`config.mk`:
```
export PLATFORM = sky130hd
export DESIGN_NAME = footswitch_midi_event_generator
export DESIGN_NICKNAME = d
export VERILOG_FILES = /design/src/rtl/fmeg_pkg.sv /design/src/rtl/footswitch_midi_event_generator.sv /design/src/rtl/fmeg_step.sv
export SDC_FILE = /design/constraint.sdc
export NUM_CORES = 1
export LEC_CHECK = 0
export ABC_AREA = 1
export BUFFER_PORTS_ARGS = -buffer_cell sky130_fd_sc_hd__buf_2
export CAP_MARGIN = 40
export CORE_ASPECT_RATIO = 1.2
export CORE_MARGIN = 3
export CORE_UTILIZATION = 35
export CTS_CLUSTER_DIAMETER = 150
export CTS_CLUSTER_SIZE = 28
export DETAILED_ROUTE_END_ITERATION = 10
export GPL_TIMING_DRIVEN = 0
export PLACE_DENSITY_LB_ADDON = 0.3
export REMOVE_ABC_BUFFERS = 1
export SYNTH_ARGS = -nofsm -noshare
export SYNTH_HDL_FRONTEND = slang
export SYNTH_SLANG_ARGS = --single-unit
```
`constraint.sdc`:
```
create_clock -name clk -period 8.08 [get_ports clk]
set_clock_uncertainty 0.15 [all_clocks]
set_input_delay 0.808 -clock clk [delete_from_list [all_inputs] [get_ports clk]]
set_output_delay 0.808 -clock clk [all_outputs]
set_load 0.02 [all_outputs]
```
`src/rtl/fmeg_pkg.sv`:
```
// Shared types, constants and lookup functions for the footswitch MIDI event generator.
// Used by every RTL module of the block and by the port checker; depends on nothing.
package fmeg_pkg;

  localparam int TIME_BITS_DEF = 32;
  localparam int NOW_W         = 32;
  localparam int CFG_IDX_W     = 3;
  localparam int CFG_DATA_W    = 16;

  localparam logic [7:0] CC_STATUS = 8'hB0;
  localparam logic [7:0] PC_STATUS = 8'hC0;
  localparam logic [6:0] CC_FULL   = 7'd127;

  typedef enum logic [1:0] {
    CMD_CC  = 2'd0,
    CMD_PC  = 2'd1,
    CMD_MMC = 2'd2,
    CMD_BAD = 2'd3
  } cmd_type_t;

  typedef enum logic [2:0] {
    SW_TOGGLE_OFF    = 3'd0,
    SW_TOGGLE_ON     = 3'd1,
    SW_MOMENTARY_OFF = 3'd2,
    SW_MOMENTARY_ON  = 3'd3,
    SW_SINGLE_OFF    = 3'd4,
    SW_SINGLE_ON     = 3'd5
  } sw_mode_t;

  typedef enum logic [1:0] {
    KIND_CC  = 2'd0,
    KIND_PC  = 2'd1,
    KIND_MMC = 2'd2
  } msg_kind_t;

  typedef enum logic [2:0] {
    REG_COMMAND_TYPE   = 3'd0,
    REG_COMMAND_NUMBER = 3'd1,
    REG_SWITCH_MODE    = 3'd2,
    REG_MIDI_CHANNEL   = 3'd3,
    REG_DEBOUNCE_MS    = 3'd4,
    REG_FLASH_MS       = 3'd5
  } reg_index_t;

  // Machine-control command codes.
  localparam logic [6:0] MMC_NONE   = 7'h00;
  localparam logic [6:0] MMC_STOP   = 7'h01;
  localparam logic [6:0] MMC_PLAY   = 7'h02;
  localparam logic [6:0] MMC_FFWD   = 7'h04;
  localparam logic [6:0] MMC_REWIND = 7'h05;
  localparam logic [6:0] MMC_RECORD = 7'h06;
  localparam logic [6:0] MMC_PAUSE  = 7'h09;

  typedef struct packed {
    cmd_type_t   command_type;
    logic [6:0]  command_number;
    sw_mode_t    switch_mode;
    logic [3:0]  midi_channel;
    logic [15:0] debounce_ms;
    logic [15:0] flash_ms;
  } fmeg_cfg_t;

  typedef struct packed {
    logic prev_level;
    logic toggle_value;
    logic led_level;
  } fmeg_flags_t;

  typedef struct packed {
    logic       led_on;
    logic       send_valid;
    logic [1:0] message_kind;
    logic [7:0] status_byte;
    logic [6:0] data_first;
    logic [6:0] data_second;
  } fmeg_result_t;

  function automatic logic [6:0] mmc_on_code(input logic [2:0] sel);
    logic [6:0] code;
    case (sel)
      3'd0:    code = MMC_PLAY;
      3'd1:    code = MMC_PLAY;
      3'd2:    code = MMC_STOP;
      3'd3:    code = MMC_RECORD;
      3'd4:    code = MMC_RECORD;
      3'd5:    code = MMC_PAUSE;
      3'd6:    code = MMC_FFWD;
      3'd7:    code = MMC_REWIND;
      default: code = MMC_PLAY;
    endcase
    return code;
  endfunction

  function automatic logic [6:0] mmc_off_code(input logic [2:0] sel);
    logic [6:0] code;
    case (sel)
      3'd1:    code = MMC_STOP;
      3'd4:    code = MMC_STOP;
      default: code = MMC_NONE;
    endcase
    return code;
  endfunction

  function automatic logic mmc_is_toggle(input logic [2:0] sel);
    return (sel == 3'd1) || (sel == 3'd4);
  endfunction

endpackage

```
`src/rtl/footswitch_midi_event_generator.sv`:
```
// Footswitch MIDI event generator, top level: sample register, switch state,
// configuration registers and result register; depends on fmeg_pkg and fmeg_step.
//
// Takes one pin sample with its millisecond timestamp per clock unless stalled
// and gives one result per sample: the LED level and, on an accepted switch edge,
// one MIDI message. A sample is held in an input register, evaluated against the
// switch state combinationally, and its result is captured in the result register;
// throughput is one sample per clock without a stall, limited only by the state
// update loop, which closes within the evaluation. Configuration writes take effect
// at once; writing switch_mode presets the LED and, in toggle modes, the toggle bit.
module footswitch_midi_event_generator #(
  parameter int TIME_BITS = fmeg_pkg::TIME_BITS_DEF
) (
  input  logic                             clk,
  input  logic                             rst_n,
  input  logic                             in_valid,
  output logic                             in_ready,
  input  logic                             in_pin_level,
  input  logic [fmeg_pkg::NOW_W-1:0]       in_now_ms,
  output logic                             out_valid,
  input  logic                             out_ready,
  output logic                             out_led_on,
  output logic                             out_send_valid,
  output logic [1:0]                       out_message_kind,
  output logic [7:0]                       out_status_byte,
  output logic [6:0]                       out_data_first,
  output logic [6:0]                       out_data_second,
  input  logic                             cfg_wr_en,
  input  logic [fmeg_pkg::CFG_IDX_W-1:0]   cfg_index,
  input  logic [fmeg_pkg::CFG_DATA_W-1:0]  cfg_wdata
);
  import fmeg_pkg::*;

  fmeg_cfg_t            cfg_r;
  fmeg_flags_t          flags_r;
  fmeg_flags_t          flags_nxt;
  fmeg_flags_t          flags_step;
  logic [TIME_BITS-1:0] dstamp_r;
  logic [TIME_BITS-1:0] dstamp_nxt;
  logic [TIME_BITS-1:0] dstamp_step;
  logic [TIME_BITS-1:0] fstamp_r;
  logic [TIME_BITS-1:0] fstamp_nxt;
  logic [TIME_BITS-1:0] fstamp_step;
  logic                 s1_valid_r;
  logic                 s1_pin_r;
  logic [NOW_W-1:0]     s1_now_r;
  logic                 out_valid_r;
  fmeg_result_t         res_r;
  fmeg_result_t         res_step;
  logic                 out_free;
  logic                 advance;
  logic                 in_xfer;

  assign out_free = !out_valid_r || out_ready;
  assign advance  = s1_valid_r && out_free;
  assign in_ready = !s1_valid_r || out_free;
  assign in_xfer  = in_valid && in_ready;

  fmeg_step #(.TIME_BITS(TIME_BITS)) u_step (
    .cfg                (cfg_r),
    .pin_level          (s1_pin_r),
    .now                (TIME_BITS'(s1_now_r)),
    .flags              (flags_r),
    .debounce_stamp     (dstamp_r),
    .flash_stamp        (fstamp_r),
    .flags_nxt          (flags_step),
    .debounce_stamp_nxt (dstamp_step),
    .flash_stamp_nxt    (fstamp_step),
    .result             (res_step)
  );

  // State follows the evaluated sample; a switch_mode write overrides the LED and toggle bits.
  always_comb begin
    flags_nxt  = flags_r;
    dstamp_nxt = dstamp_r;
    fstamp_nxt = fstamp_r;
    if (advance) begin
      flags_nxt  = flags_step;
      dstamp_nxt = dstamp_step;
      fstamp_nxt = fstamp_step;
    end
    if (cfg_wr_en && (cfg_index == REG_SWITCH_MODE)) begin
      case (cfg_wdata[2:0])
        SW_TOGGLE_ON: begin
          flags_nxt.toggle_value = 1'b1;
          flags_nxt.led_level    = 1'b1;
        end
        SW_MOMENTARY_OFF: flags_nxt.led_level = 1'b1;
        SW_MOMENTARY_ON,
        SW_SINGLE_OFF,
        SW_SINGLE_ON:     flags_nxt.led_level = 1'b0;
        default: begin
          flags_nxt.toggle_value = 1'b0;
          flags_nxt.led_level    = 1'b0;
        end
      endcase
    end
  end

  always_ff @(posedge clk) begin
    if (!rst_n) begin
      cfg_r.command_type   <= CMD_CC;
      cfg_r.command_number <= 7'd0;
      cfg_r.switch_mode    <= SW_TOGGLE_OFF;
      cfg_r.midi_channel   <= 4'd0;
      cfg_r.debounce_ms    <= 16'd50;
      cfg_r.flash_ms       <= 16'd200;
    end else if (cfg_wr_en) begin
      case (cfg_index)
        REG_COMMAND_TYPE: begin
          cfg_r.command_type <= (cfg_wdata[1:0] == CMD_BAD) ? CMD_CC : cmd_type_t'(cfg_wdata[1:0]);
        end
        REG_COMMAND_NUMBER: cfg_r.command_number <= cfg_wdata[6:0];
        REG_SWITCH_MODE: begin
          cfg_r.switch_mode <= (cfg_wdata[2:0] > SW_SINGLE_ON) ? SW_TOGGLE_OFF
                                                               : sw_mode_t'(cfg_wdata[2:0]);
        end
        REG_MIDI_CHANNEL: cfg_r.midi_channel <= cfg_wdata[3:0];
        REG_DEBOUNCE_MS:  cfg_r.debounce_ms  <= cfg_wdata;
        REG_FLASH_MS:     cfg_r.flash_ms     <= cfg_wdata;
        default:          cfg_r              <= cfg_r;
      endcase
    end
  end

  always_ff @(posedge clk) begin
    if (!rst_n) begin
      flags_r     <= '{prev_level: 1'b1, toggle_value: 1'b0, led_level: 1'b0};
      dstamp_r    <= '0;
      fstamp_r    <= '0;
      s1_valid_r  <= 1'b0;
      out_valid_r <= 1'b0;
    end else begin
      flags_r  <= flags_nxt;
      dstamp_r <= dstamp_nxt;
      fstamp_r <= fstamp_nxt;
      if (in_ready) begin
        s1_valid_r <= in_valid;
      end
      if (out_free) begin
        out_valid_r <= s1_valid_r;
      end
    end
  end

  always_ff @(posedge clk) begin
    if (in_xfer) begin
      s1_pin_r <= in_pin_level;
      s1_now_r <= in_now_ms;
    end
    if (advance) begin
      res_r <= res_step;
    end
  end

  assign out_valid        = out_valid_r;
  assign out_led_on       = res_r.led_on;
  assign out_send_valid   = res_r.send_valid;
  assign out_message_kind = res_r.message_kind;
  assign out_status_byte  = res_r.status_byte;
  assign out_data_first   = res_r.data_first;
  assign out_data_second  = res_r.data_second;

endmodule

```
`src/rtl/fmeg_step.sv`:
```
// Combinational step logic: one pin sample against the current switch state.
// Produces the next state and the result item; depends on fmeg_pkg.
module fmeg_step #(
  parameter int TIME_BITS = fmeg_pkg::TIME_BITS_DEF
) (
  input  fmeg_pkg::fmeg_cfg_t    cfg,
  input  logic                   pin_level,
  input  logic [TIME_BITS-1:0]   now,
  input  fmeg_pkg::fmeg_flags_t  flags,
  input  logic [TIME_BITS-1:0]   debounce_stamp,
  input  logic [TIME_BITS-1:0]   flash_stamp,
  output fmeg_pkg::fmeg_flags_t  flags_nxt,
  output logic [TIME_BITS-1:0]   debounce_stamp_nxt,
  output logic [TIME_BITS-1:0]   flash_stamp_nxt,
  output fmeg_pkg::fmeg_result_t result
);
  import fmeg_pkg::*;

  logic                 open_win;
  logic                 changed;
  logic                 press;
  logic [2:0]           sel;
  logic                 use_toggle;
  logic                 use_momentary;
  logic                 toggle_new;
  logic                 mom_high;
  logic                 fire;
  logic                 flash_expired;
  logic [TIME_BITS-1:0] fstamp_w;
  logic [1:0]           kind;
  logic [7:0]           status;
  logic [6:0]           d1;
  logic [6:0]           d2;

  assign open_win     = (now - debounce_stamp) >= TIME_BITS'(cfg.debounce_ms);
  assign changed      = pin_level != flags.prev_level;
  assign press        = !pin_level && flags.prev_level;
  // Selectors above seven fall back to play.
  assign sel          = (cfg.command_number > 7'd7) ? 3'd0 : cfg.command_number[2:0];

  always_comb begin
    use_toggle    = 1'b0;
    use_momentary = 1'b0;
    case (cfg.command_type)
      CMD_CC: begin
        use_toggle    = (cfg.switch_mode == SW_TOGGLE_OFF) || (cfg.switch_mode == SW_TOGGLE_ON);
        use_momentary = (cfg.switch_mode == SW_MOMENTARY_OFF) ||
                        (cfg.switch_mode == SW_MOMENTARY_ON);
      end
      CMD_PC:  use_toggle = 1'b0;
      default: use_toggle = mmc_is_toggle(sel);
    endcase
  end

  assign toggle_new    = !flags.toggle_value;
  assign mom_high      = press ? (cfg.switch_mode == SW_MOMENTARY_ON)
                               : (cfg.switch_mode == SW_MOMENTARY_OFF);
  assign fire          = use_momentary ? (open_win && changed) : (open_win && press);
  assign fstamp_w      = fire ? now : flash_stamp;
  assign flash_expired = (now - fstamp_w) > TIME_BITS'(cfg.flash_ms);

  // Message fields for the active path, taken only when the edge fires.
  always_comb begin
    kind   = KIND_CC;
    status = CC_STATUS | {4'h0, cfg.midi_channel};
    d1     = cfg.command_number;
    d2     = 7'd0;
    case (cfg.command_type)
      CMD_CC: begin
        if (use_toggle) begin
          d2 = toggle_new ? CC_FULL : 7'd0;
        end else if (use_momentary) begin
          d2 = mom_high ? CC_FULL : 7'd0;
        end else begin
          d2 = (cfg.switch_mode == SW_SINGLE_ON) ? CC_FULL : 7'd0;
        end
      end
      CMD_PC: begin
        kind   = KIND_PC;
        status = PC_STATUS | {4'h0, cfg.midi_channel};
      end
      default: begin
        kind   = KIND_MMC;
        status = 8'h00;
        d1     = (use_toggle && !toggle_new) ? mmc_off_code(sel) : mmc_on_code(sel);
      end
    endcase
  end

  always_comb begin
    flags_nxt            = flags;
    flags_nxt.prev_level = pin_level;
    debounce_stamp_nxt   = (open_win && changed) ? now : debounce_stamp;
    flash_stamp_nxt      = flash_stamp;
    if (use_toggle) begin
      if (fire) begin
        flags_nxt.toggle_value = toggle_new;
        flags_nxt.led_level    = toggle_new;
      end
    end else if (use_momentary) begin
      if (fire) begin
        flags_nxt.led_level = mom_high;
      end
    end else begin
      flash_stamp_nxt = fstamp_w;
      if (flash_expired) begin
        flags_nxt.led_level = 1'b0;
      end else if (fire) begin
        flags_nxt.led_level = 1'b1;
      end
    end
  end

  always_comb begin
    result              = '0;
    result.led_on       = flags_nxt.led_level;
    result.send_valid   = fire;
    if (fire) begin
      result.message_kind = kind;
      result.status_byte  = status;
      result.data_first   = d1;
      result.data_second  = d2;
    end
  end

endmodule

```
Word level (Yosys, flattened, before mapping)
Memories as Yosys holds them, arrays and structs flattened.
Index checks and enable logic that the tools add are counted.

word-level totals
  memories = 1
  latch bits = 0
  word-level logic and storage cells = 111
  register bits after elaboration = 176
  output and inout bits = 28
  bits of input ports = 57
  ROM bits = 32
  RAM bits = 0

memories
  memory           words  width  read ports  clocked after Yosys merged registers in  wr ports  RTL line        text
  (no name shown)  8      4      1           0                                        0         fmeg_pkg.sv:80  case (sel)

operators by class
  multiplexer cells = 29
  reduce and logical (&&, ||, !) cells = 33
  add/sub/neg operators = 2
  $mul = 0
  bitwise gates (word level) = 2
  shift operators = 0
  divide/modulo/power cells = 0
  order comparisons = 4
  equal/unequal tests = 19

operators by type and width
  kind                  number
  $sub A32 B32 Y32      2
  $mux W7               7
  $ge A32 B16 Y1        1
  $gt A32 B16 Y1        1
  $mux W32              1
  $eq A3 B2 Y1 const B  6
  $eq A3 B3 Y1 const B  6
  $pmux W8 S2           1
  $reduce_and A2 Y1     8
  $eq A3 B1 Y1 const B  4
  $mux W1               11
  $mux W2               4
  $gt A7 B3 Y1 const B  1
  $logic_and A1 B1 Y1   7
  $logic_not A3 Y1      2
  $mux W3               2
  $reduce_or A2 Y1      3
  $logic_or A1 B1 Y1    5
  $logic_not A1 Y1      4
  $pmux W1 S2           2
  $pmux W2 S2           1
  $reduce_or A4 Y1      1
  $gt A3 B3 Y1 const B  1
  $reduce_and A3 Y1     1
  other kinds (6)       7

Logic depth before layout (Yosys ltp)
Gate-level depths: netlist (run 1).

  word-level depth = 13
  depth in mapped cells = 60
  gate-level depth less buffers = 57

By module
From an unflattened synthesis (run 1), not the netlist that was laid out.

second synthesis, totals
  cells, all modules = 1,999
  area total of the unflattened synthesis = 13,036.3 sq um

by module, submodules not included
  module                           cells an instance  area each (sq um)  instances
  fmeg_step                        1,410              7,046.8            1
  footswitch_midi_event_generator  589                5,989.5            1

Least setup slack after synthesis (run 1)
Ideal clock, no wire load.

  path kind = register -> register
  start point = register s1_now_r[2]
  end point = register flags_r[0] in the netlist's numbering
  setup time = 67 ps
  stages on the path, launching flop included = 57
  arrival = 6,764 ps
  slack = 1,098 ps
  buffers on the path = 3
  cell sequence = edfxtp_1 -> ha_1 -> nand2_1 -> nand2_1 -> inv_1 -> nand2_2 -> nand2_1 -> nand2_1 -> nand2_1 -> nand2_1 -> xor2_1 -> ha_1 -> a21oi_1 -> nor2_1 -> a211oi_1 -> nand2_1 -> nor2_1 -> nand2_1 -> (+21 left out) -> nand2_1 -> nand2_2 -> xor2_1 -> ha_1 -> nand2_1 -> inv_1 -> nand3_1 -> nor3_1 -> nand2_1 -> a211oi_1 -> nand3_1 -> nor2_1 -> nand3_1 -> nor2_1 -> nand2_1 -> nand2_1 -> nand3_1 -> a21oi_2

on the way
  longest elaborated chain between the ends = 12
  elaborated cells between the ends (all ways) = 16
  those cells by class = add/sub: 2; order compare: 2; mux: 10; reduce/logical: 2

ends and longest elaborated chain
  element                 RTL line                                text
  from (decl)             footswitch_midi_event_generator.sv:46   logic [NOW_W-1:0] s1_now_r;
  from (signal assigned)  footswitch_midi_event_generator.sv:149  s1_now_r <= in_now_ms;
  $sub A32 B32 Y32        fmeg_step.sv:35                         assign open_win = (now - debounce_stamp) >= TIME_BITS'(cfg.debounce_ms);
  $ge A32 B16 Y1          fmeg_step.sv:35
  $logic_and A1 B1 Y1     fmeg_step.sv:58                         assign fire = use_momentary ? (open_win && changed) : (open_win && press);
  $mux W1                 fmeg_step.sv:58
  $mux W32                fmeg_step.sv:59                         assign fstamp_w = fire ? now : flash_stamp;
  $sub A32 B32 Y32        fmeg_step.sv:60                         assign flash_expired = (now - fstamp_w) > TIME_BITS'(cfg.flash_ms);
  $gt A32 B16 Y1          fmeg_step.sv:60
  $mux W1                 fmeg_step.sv:106                        if (flash_expired) begin
  $mux W1                 fmeg_step.sv:100                        end else if (use_momentary) begin
  $mux W1 (*)             fmeg_step.sv:95                         if (use_toggle) begin
  $mux W2 (*)             footswitch_midi_event_generator.sv:77   if (advance) begin
  $mux W2 (*)             footswitch_midi_event_generator.sv:82   if (cfg_wr_en && (cfg_index == REG_SWITCH_MODE)) begin
  to (signal assigned)    footswitch_midi_event_generator.sv:128  flags_r <= '{prev_level: 1'b1, toggle_value: 1'b0, led_level: 1'b0};
  to (signal assigned)    footswitch_midi_event_generator.sv:134  flags_r <= flags_nxt;
  to (decl)               footswitch_midi_event_generator.sv:35   fmeg_flags_t flags_r;

Mark *: on every way between the ends. The rest lies on a longest branch, timed or not. The select of a mux whose other input is x is not followed.
A chain may end at the register's enable or synchronous reset.

Final worst setup path (run 1)
  start point = register s1_now_r[8]
  end point = register flags_r[0] in the netlist's numbering

Same word-level chain as after synthesis.

==> key figures, run 1 <==
Global routing
  – First-pass GRT wire length: 54.0 mm
  – Grt ovf: 0
  – Vias in the first global route: 10513
  – Largest net degree at the start of global routing: 78
  – Global-route total usage across every layer: 18.5%
  – Initial antenna violation count: 0

STA
  – Final period utilization: 94.2%
  – Relative slew margins: 50.6%
  – Worst setup margin: 468 ps
  – Setup-failing EPs final: 0
  – F_max: 131 MHz
  – Min Tclk post-route: 7610 ps
  – Fin. Hold Viols: 0
  – Slew Limit Fails: 0
  – Fin Setup TNS: 0 ps
  – Slew @ Worst Pin: 741 ps

Placed design
  – Placed Cells: 2247
  – Gpl congestion: 0.933
  – Pre-CTS setup slack: -666 ps
  – Post-DP HPWL: 25.9 mm
  – PortBufs: 84
  – Placed cell areas: 12700 sq um

Power and ir drop
  – Pwr Density: 185 nW/um^2
  – Leakage Power: 6.77 nW
  – Max VDD drop: 0.219 mV

Logic synthesis
  – Post-Syn Area: 11900 sq um
  – Register area share after synthesis: 32.7%
  – Yosys warnings: 0
  – Synth cell types: 49
  – Syn avg cell area: 6.76 sq um
  – #FFs+latches synth: 168
  – Post-synth EDFFs: 51
  – Main synth FF type: dfxtp_1
  – Post-synthesis async set-or-reset flop share: 0%
  – Post-Syn Instances: 1754

Setup path
  – Worst EP required: 8290 ps
  – CP most frequent cell: nand2_1
  – Critical path's slowest cell: edfxtp_1
  – WS Path Type: reg -> reg
  – Crit path DAT: 7820 ps
  – Crit end category: flip-flop
  – Max incr delay on CP: 550 ps
  – Crit start category: flip-flop
  – CP Max Fanout: 7

CTS
  – Insertion delay to the later sink of the worst-skew pair: 430 ps
  – CTS buffer count: 17
  – CTS clk-pin slew, worst paths: 80 ps
  – CTS tree: built
  – Max clock buf depth: 2
  – CTS sink count: 168
  – Post-CTS Hold Buffers: 0
  – CTS root buffer: clkbuf_16
  – Clock H-tree levels: 4

Status
  – Outcome: complete, no violations

Cells and area
  – Final Non-Filler Cells: 2310
  – Net count, final: 2001
  – Final Cell Area: 13800 sq um
  – Layout area overhead: 16.7%
  – Fillers: 3504
  – Share of cells above drive strength 1: 11.9%
  – Final Util: 41.6%
  – # diodes: 0

Die
  – CORE AREA: 33200 sq um
  – Rows: 73
  – Die width: 174 um
  – Initial Utilization: 35.7%
  – Die Ht: 208 um
  – Num ports: 85
  – Die area: 36100 sq um

Routing
  – First DRT Iteration DRCs: 740
  – Wire per inst: 14.5 um
  – Detailed Routing Iterations Pass 1: 5
  – Final wirelength: 33.6 mm
  – Vias post-DR: 11192
  – Post-route DRC: 0
  – Antenna Nets Post-Route: 0
  – Detail-routed via count per cell: 4.85

Job
  – Max Cap Viol: 0

Min path
  – Hold Path Class: reg -> reg
==> power by group <==
group	leakage, nW	switching [mW]	internal, mW
sequential	1.45	0.0267	0.910
clock	0.278	0.395	0.439
combinational	5.05	0.500	0.296
total	6.77	0.921	1.64
==> cells in the mapped netlist, types with 2 or more instances <==
cell,n,area share [%]
o31ai_1,5,0.32
a221oi_1,2,0.15
buf_1,2,0.063
clkinv_1,2,0.063
buf_2,3,0.13
nand3b_1,7,0.44
nor2_1,129,4.1
nand3_2,6,0.51
nand2_2,8,0.42
nand3_1,65,2.7
o221a_2,2,0.19
edfxtp_1,51,13
inv_1,326,10
a211oi_1,7,0.44
dfxtp_1,117,20
a21oi_2,2,0.15
o21bai_1,4,0.25
nor3_1,19,0.80
ha_1,95,10
nand4_1,20,1.1
mux2i_1,22,1.9
o21ai_0,131,5.5
buf_4,8,0.51
xor2_1,23,1.7
o22ai_1,2,0.11
clkbuf_1,31,0.98
fa_1,2,0.34
nor2_2,9,0.47
xnor2_1,9,0.66
nor4_1,3,0.16
a21oi_1,150,6.3
nand2_1,466,15
o211ai_1,9,0.57
or2_2,2,0.11
==> per-stage QoR <==
| stage | hold WS [ps] | power, mW |
|---|---|---|
| 6_report | 307 | 2.57 |
| 5_1_grt | 324 | 2.74 |
| 4_1_cts | 308 | 2.54 |
| 3_5_place_dp | 296 | 1.69 |
| 3_3_place_gp | 289 | 1.67 |
| 2_1_floorplan | 279 | 1.48 |
==> path summary, 6_finish.rpt <==
check                         start                 endpoint  slack (ps)  cells past startpoint
min          cfg_r[33]$_SDFFE_PN0P_   cfg_r[33]$_SDFFE_PN0P_         310                      2
max reg2reg   s1_now_r[8]$_DFFE_PP_  flags_r[0]$_SDFFE_PN0P_         470                     55
min reg2reg  cfg_r[33]$_SDFFE_PN0P_   cfg_r[33]$_SDFFE_PN0P_         310                      2
max           s1_now_r[8]$_DFFE_PP_  flags_r[0]$_SDFFE_PN0P_         470                     55
==> layout by cell type, fill, tap and decap left out, drive strengths merged, types with 2 or more instances in the layout <==
| master | count |
|---|---|
| nand2 | 477 |
| inv | 334 |
| a21oi | 152 |
| nor2 | 138 |
| o21ai | 132 |
| dfxtp | 117 |
| buf | 117 |
| ha | 95 |
| nand3 | 72 |
| edfxtp | 51 |
| xor2 | 23 |
| mux2i | 22 |
| nand4 | 20 |
| nor3 | 19 |
| clkbuf | 17 |
| xnor2 | 9 |
| o211ai | 9 |
| nand3b | 7 |
| a211oi | 7 |
| clkinv | 6 |
| o31ai | 5 |
| o21bai | 4 |
| nor4 | 3 |
| clkinvlp | 3 |
| or2 | 2 |
| o221a | 2 |
| o22ai | 2 |
| a221oi | 2 |
| fa | 2 |
==> layer usage <==
| metal | part of all wire [%] | track usage (%) |
|---|---|---|
| met2 | 48 | 32.5 |
| met5 | 0 | 0 |
| met1 | 46 | 23.8 |
| met4 | 2.1 | 4.74 |
| met3 | 4.1 | 2.49 |
==> kinds of logic (layout without fill, tap and decap cells) <==
| kind of cell | after synthesis | after routing | synth area share [%] |
|---|---|---|---|
| adders and majority gates | 97 | 97 | 10.4 |
| and+or+nand+nor | 737 | 739 | 25.8 |
| xor gates and xnor gates | 32 | 32 | 2.36 |
| DFF | 168 | 168 | 32.7 |
| buffers and inverters | 374 | 478 | 12.2 |
| muxes | 22 | 22 | 1.86 |
| AOI/OAI and AO/OA | 324 | 324 | 14.7 |
==> worst max-delay path, delay by kind of cell, from the launching register on <==
kind,cells,cell delay (ps)
simple gates,37,3300
flops,1,550
fa+ha+maj,4,1170
xor+xnor,2,310
mux,1,290
buf+inv,5,350
compound gates,6,1360
==> repair_timing <==
action | in CTS | in global routing
endpoints found under the setup margin | 2 | 2
gates cloned | 2 | 0
buffers inserted | 6 | 22
pin swaps | 1 | 11
gates resized for setup | 5 | 37
hold endpoints to repair | 0 | 0
==> flip-flops by register name (all words and copies together) (netlist names), 2 cells and up <==
register          cells
out_status_byte       6
fstamp_r             32
flags_r               3
s1_now_r             32
cfg_r                48
out_data_first        7
out_message_kind      2
dstamp_r             32
==> area by class of cell <==
class	count	area, sq um	area share [%]
Tap cell	450	563	4.07
Sequential cell	168	3870	28.0
Timing Repair Buffer	117	748	5.41
Inverter	329	1230	8.92
Clock inverter	15	164	1.18
Clock buffer	17	425	3.07
Multi-Input combinational cell	1214	6830	49.4
No activity file was read; power rests on OpenSTA's default activity.
==> run 2, diff against run 1 <==
--- a/config.mk
+++ b/config.mk
@@ -16,6 +16,7 @@
 export DETAILED_ROUTE_END_ITERATION = 10
 export GPL_TIMING_DRIVEN = 0
 export PLACE_DENSITY_LB_ADDON = 0.3
+export RECOVER_POWER = 50
 export REMOVE_ABC_BUFFERS = 1
 export SYNTH_ARGS = -nofsm -noshare
 export SYNTH_HDL_FRONTEND = slang
==> run 2 against run 1 <==
Clock power about the same. Non-clock buffer count unchanged. Count of clock-buffer cells in the layout unchanged.
==> key figures, run 2 (same netlist as run 1, synthesis figures left out) <==
Die
  – Die Ht: 208 um
  – Num ports: 85
  – Initial Utilization: 35.7%
  – Rows: 73
  – CORE AREA: 33200 sq um
  – Die width: 174 um
  – Die area: 36100 sq um

CTS
  – CTS sink count: 168
  – Max clock buf depth: 2
  – CTS root buffer: clkbuf_16
  – CTS tree: built
  – Insertion delay to the later sink of the worst-skew pair: 430 ps
  – Clock H-tree levels: 4
  – CTS buffer count: 17
  – Post-CTS Hold Buffers: 0
  – CTS clk-pin slew, worst paths: 80 ps

Cells and area
  – Area of the multi-input gates: 6830 sq um
  – Share of cells above drive strength 1: 10.9%
  – Most common cell after layout, fill and taps aside: nand2_1
  – Max reg flops: 48
  – Layout area overhead: 16.3%
  – Net count, final: 2001
  – Sequential cell area: 3870 sq um
  – Most frequent cells in the layout: 460 x nand2_1, 325 x inv_1, 149 x a21oi_1, 129 x o21ai_0, 125 x nor2_1
  – # diodes: 0
  – Final Util: 41.5%
  – Final Cell Area: 13800 sq um
  – Largest Register: cfg_r
  – Fillers: 3512

Power and ir drop
  – Leakage Power: 6.72 nW
  – Pwr Density: 186 nW/um^2
  – Total power: 2.56 mW
  – Max VDD drop: 0.219 mV

Global routing
  – Vias in the first global route: 10513
  – Global-route total usage across every layer: 18.5%
  – Grt ovf: 0
  – First-pass GRT wire length: 54.0 mm
  – Largest net degree at the start of global routing: 78
  – Initial antenna violation count: 0

Routing
  – Final wirelength: 33.6 mm
  – Detail-routed via count per cell: 4.85
  – Detailed Routing Iterations Pass 1: 5
  – First DRT Iteration DRCs: 772
  – Wire per inst: 14.5 um
  – Post-route DRC: 0
  – Antenna Nets Post-Route: 0
  – Vias post-DR: 11206

Placed design
  – Placed cell areas: 12700 sq um
  – Post-DP HPWL: 25.9 mm
  – PortBufs: 84
  – Gpl congestion: 0.933

STA
  – Setup-failing EPs final: 0
  – Min Tclk post-route: 7580 ps
  – Slew Limit Fails: 0
  – Slew @ Worst Pin: 1370 ps
  – Hold WS: 309 ps
  – Final period utilization: 93.8%
  – F_max: 132 MHz
  – Fin. Hold Viols: 0
  – Relative slew margins: 8.37%

Setup path
  – CP Max Fanout: 7
  – Worst EP required: 8290 ps
  – Crit path DAT: 7790 ps
  – Critical path's slowest cell: edfxtp_1
  – Max incr delay on CP: 540 ps
  – Crit end category: flip-flop
  – WS Path Type: reg -> reg
  – Crit start category: flip-flop
  – CP most frequent cell: nand2_1

Status
  – Outcome: complete, no violations

Job
  – Max Cap Viol: 0

Min path
  – Hold Path Class: reg -> reg
-- run 2: cell count changes in the layout (fill, tap and decap cells not counted), sizes merged --
cell	previous run	this run
clkbuf	17	35
buf	117	99
-- run 2: final timing paths --
check / from / to / slack (ps) / cells past startpoint
worst max register to register: s1_now_r[8]$_DFFE_PP_ / flags_r[0]$_SDFFE_PN0P_ / 500 / 48
worst max-delay path: s1_now_r[8]$_DFFE_PP_ / flags_r[0]$_SDFFE_PN0P_ / 500 / 48
worst min register to register: cfg_r[35]$_SDFFE_PN0P_ / cfg_r[35]$_SDFFE_PN0P_ / 310 / 2
worst min-delay path: cfg_r[35]$_SDFFE_PN0P_ / cfg_r[35]$_SDFFE_PN0P_ / 310 / 2
-- run 2: timing repair --
action,CTS,global route
gates cloned,2,0
resized for setup,5,37
pin swaps,1,11
setup endpoints to repair,2,2
buffers inserted,6,22
-- run 2: power breakdown --
| group | internal, mW | leakage (nW) | total [mW] | switching, mW |
|---|---|---|---|---|
| registers | 0.910 | 1.45 | 0.937 | 0.0268 |
| clock network | 0.439 | 0.278 | 0.834 | 0.395 |
| logic | 0.294 | 4.99 | 0.792 | 0.499 |
| total | 1.64 | 6.72 | 2.56 | 0.921 |
-- run 2: per-stage QoR --
stage / instances / TNS [ps] / worst slack (ps)
2_1_floorplan: 1709 / 0 / 1480
3_3_place_gp: 2243 / -1200 / -611
3_5_place_dp: 2247 / -1310 / -666
4_1_cts: 2287 / 0 / 35.4
5_1_grt: 2310 / -29.7 / -29.7
6_report: 2310 / 0 / 501
-- run 2: layout make-up --
| class | instances | share of cell area, % |
|---|---|---|
| flip-flops and latches | 168 | 28.1 |
| clock buffers | 17 | 3.08 |
| repair buffers | 117 | 5.13 |
| inverters | 329 | 8.95 |
| multi-input cells | 1214 | 49.5 |
| well taps | 450 | 4.08 |
| clock inverters | 15 | 1.19 |
-- run 2: routing by layer --
| metal | up-vias | GRT usage, % | wire [um] |
|---|---|---|---|
| met3 | 36 | 2.49 | 1400 |
| li1 | 5814 | - | - |
| met5 | - | 0 | 0 |
| met4 | 0 | 4.74 | 691 |
| met2 | 276 | 32.5 | 16300 |
| met1 | 5080 | 23.8 | 15200 |
-- run 2: critical path: cells and delay by family (launching register included) --
family / cells / cell delay, ps
buffers and inverters: 5 / 380
xor gates and xnor gates: 2 / 340
DFF: 1 / 540
AOI/OAI and AO/OA: 8 / 1710
muxes: 1 / 260
adders and majority gates: 4 / 1220
and+or+nand+nor: 28 / 2830
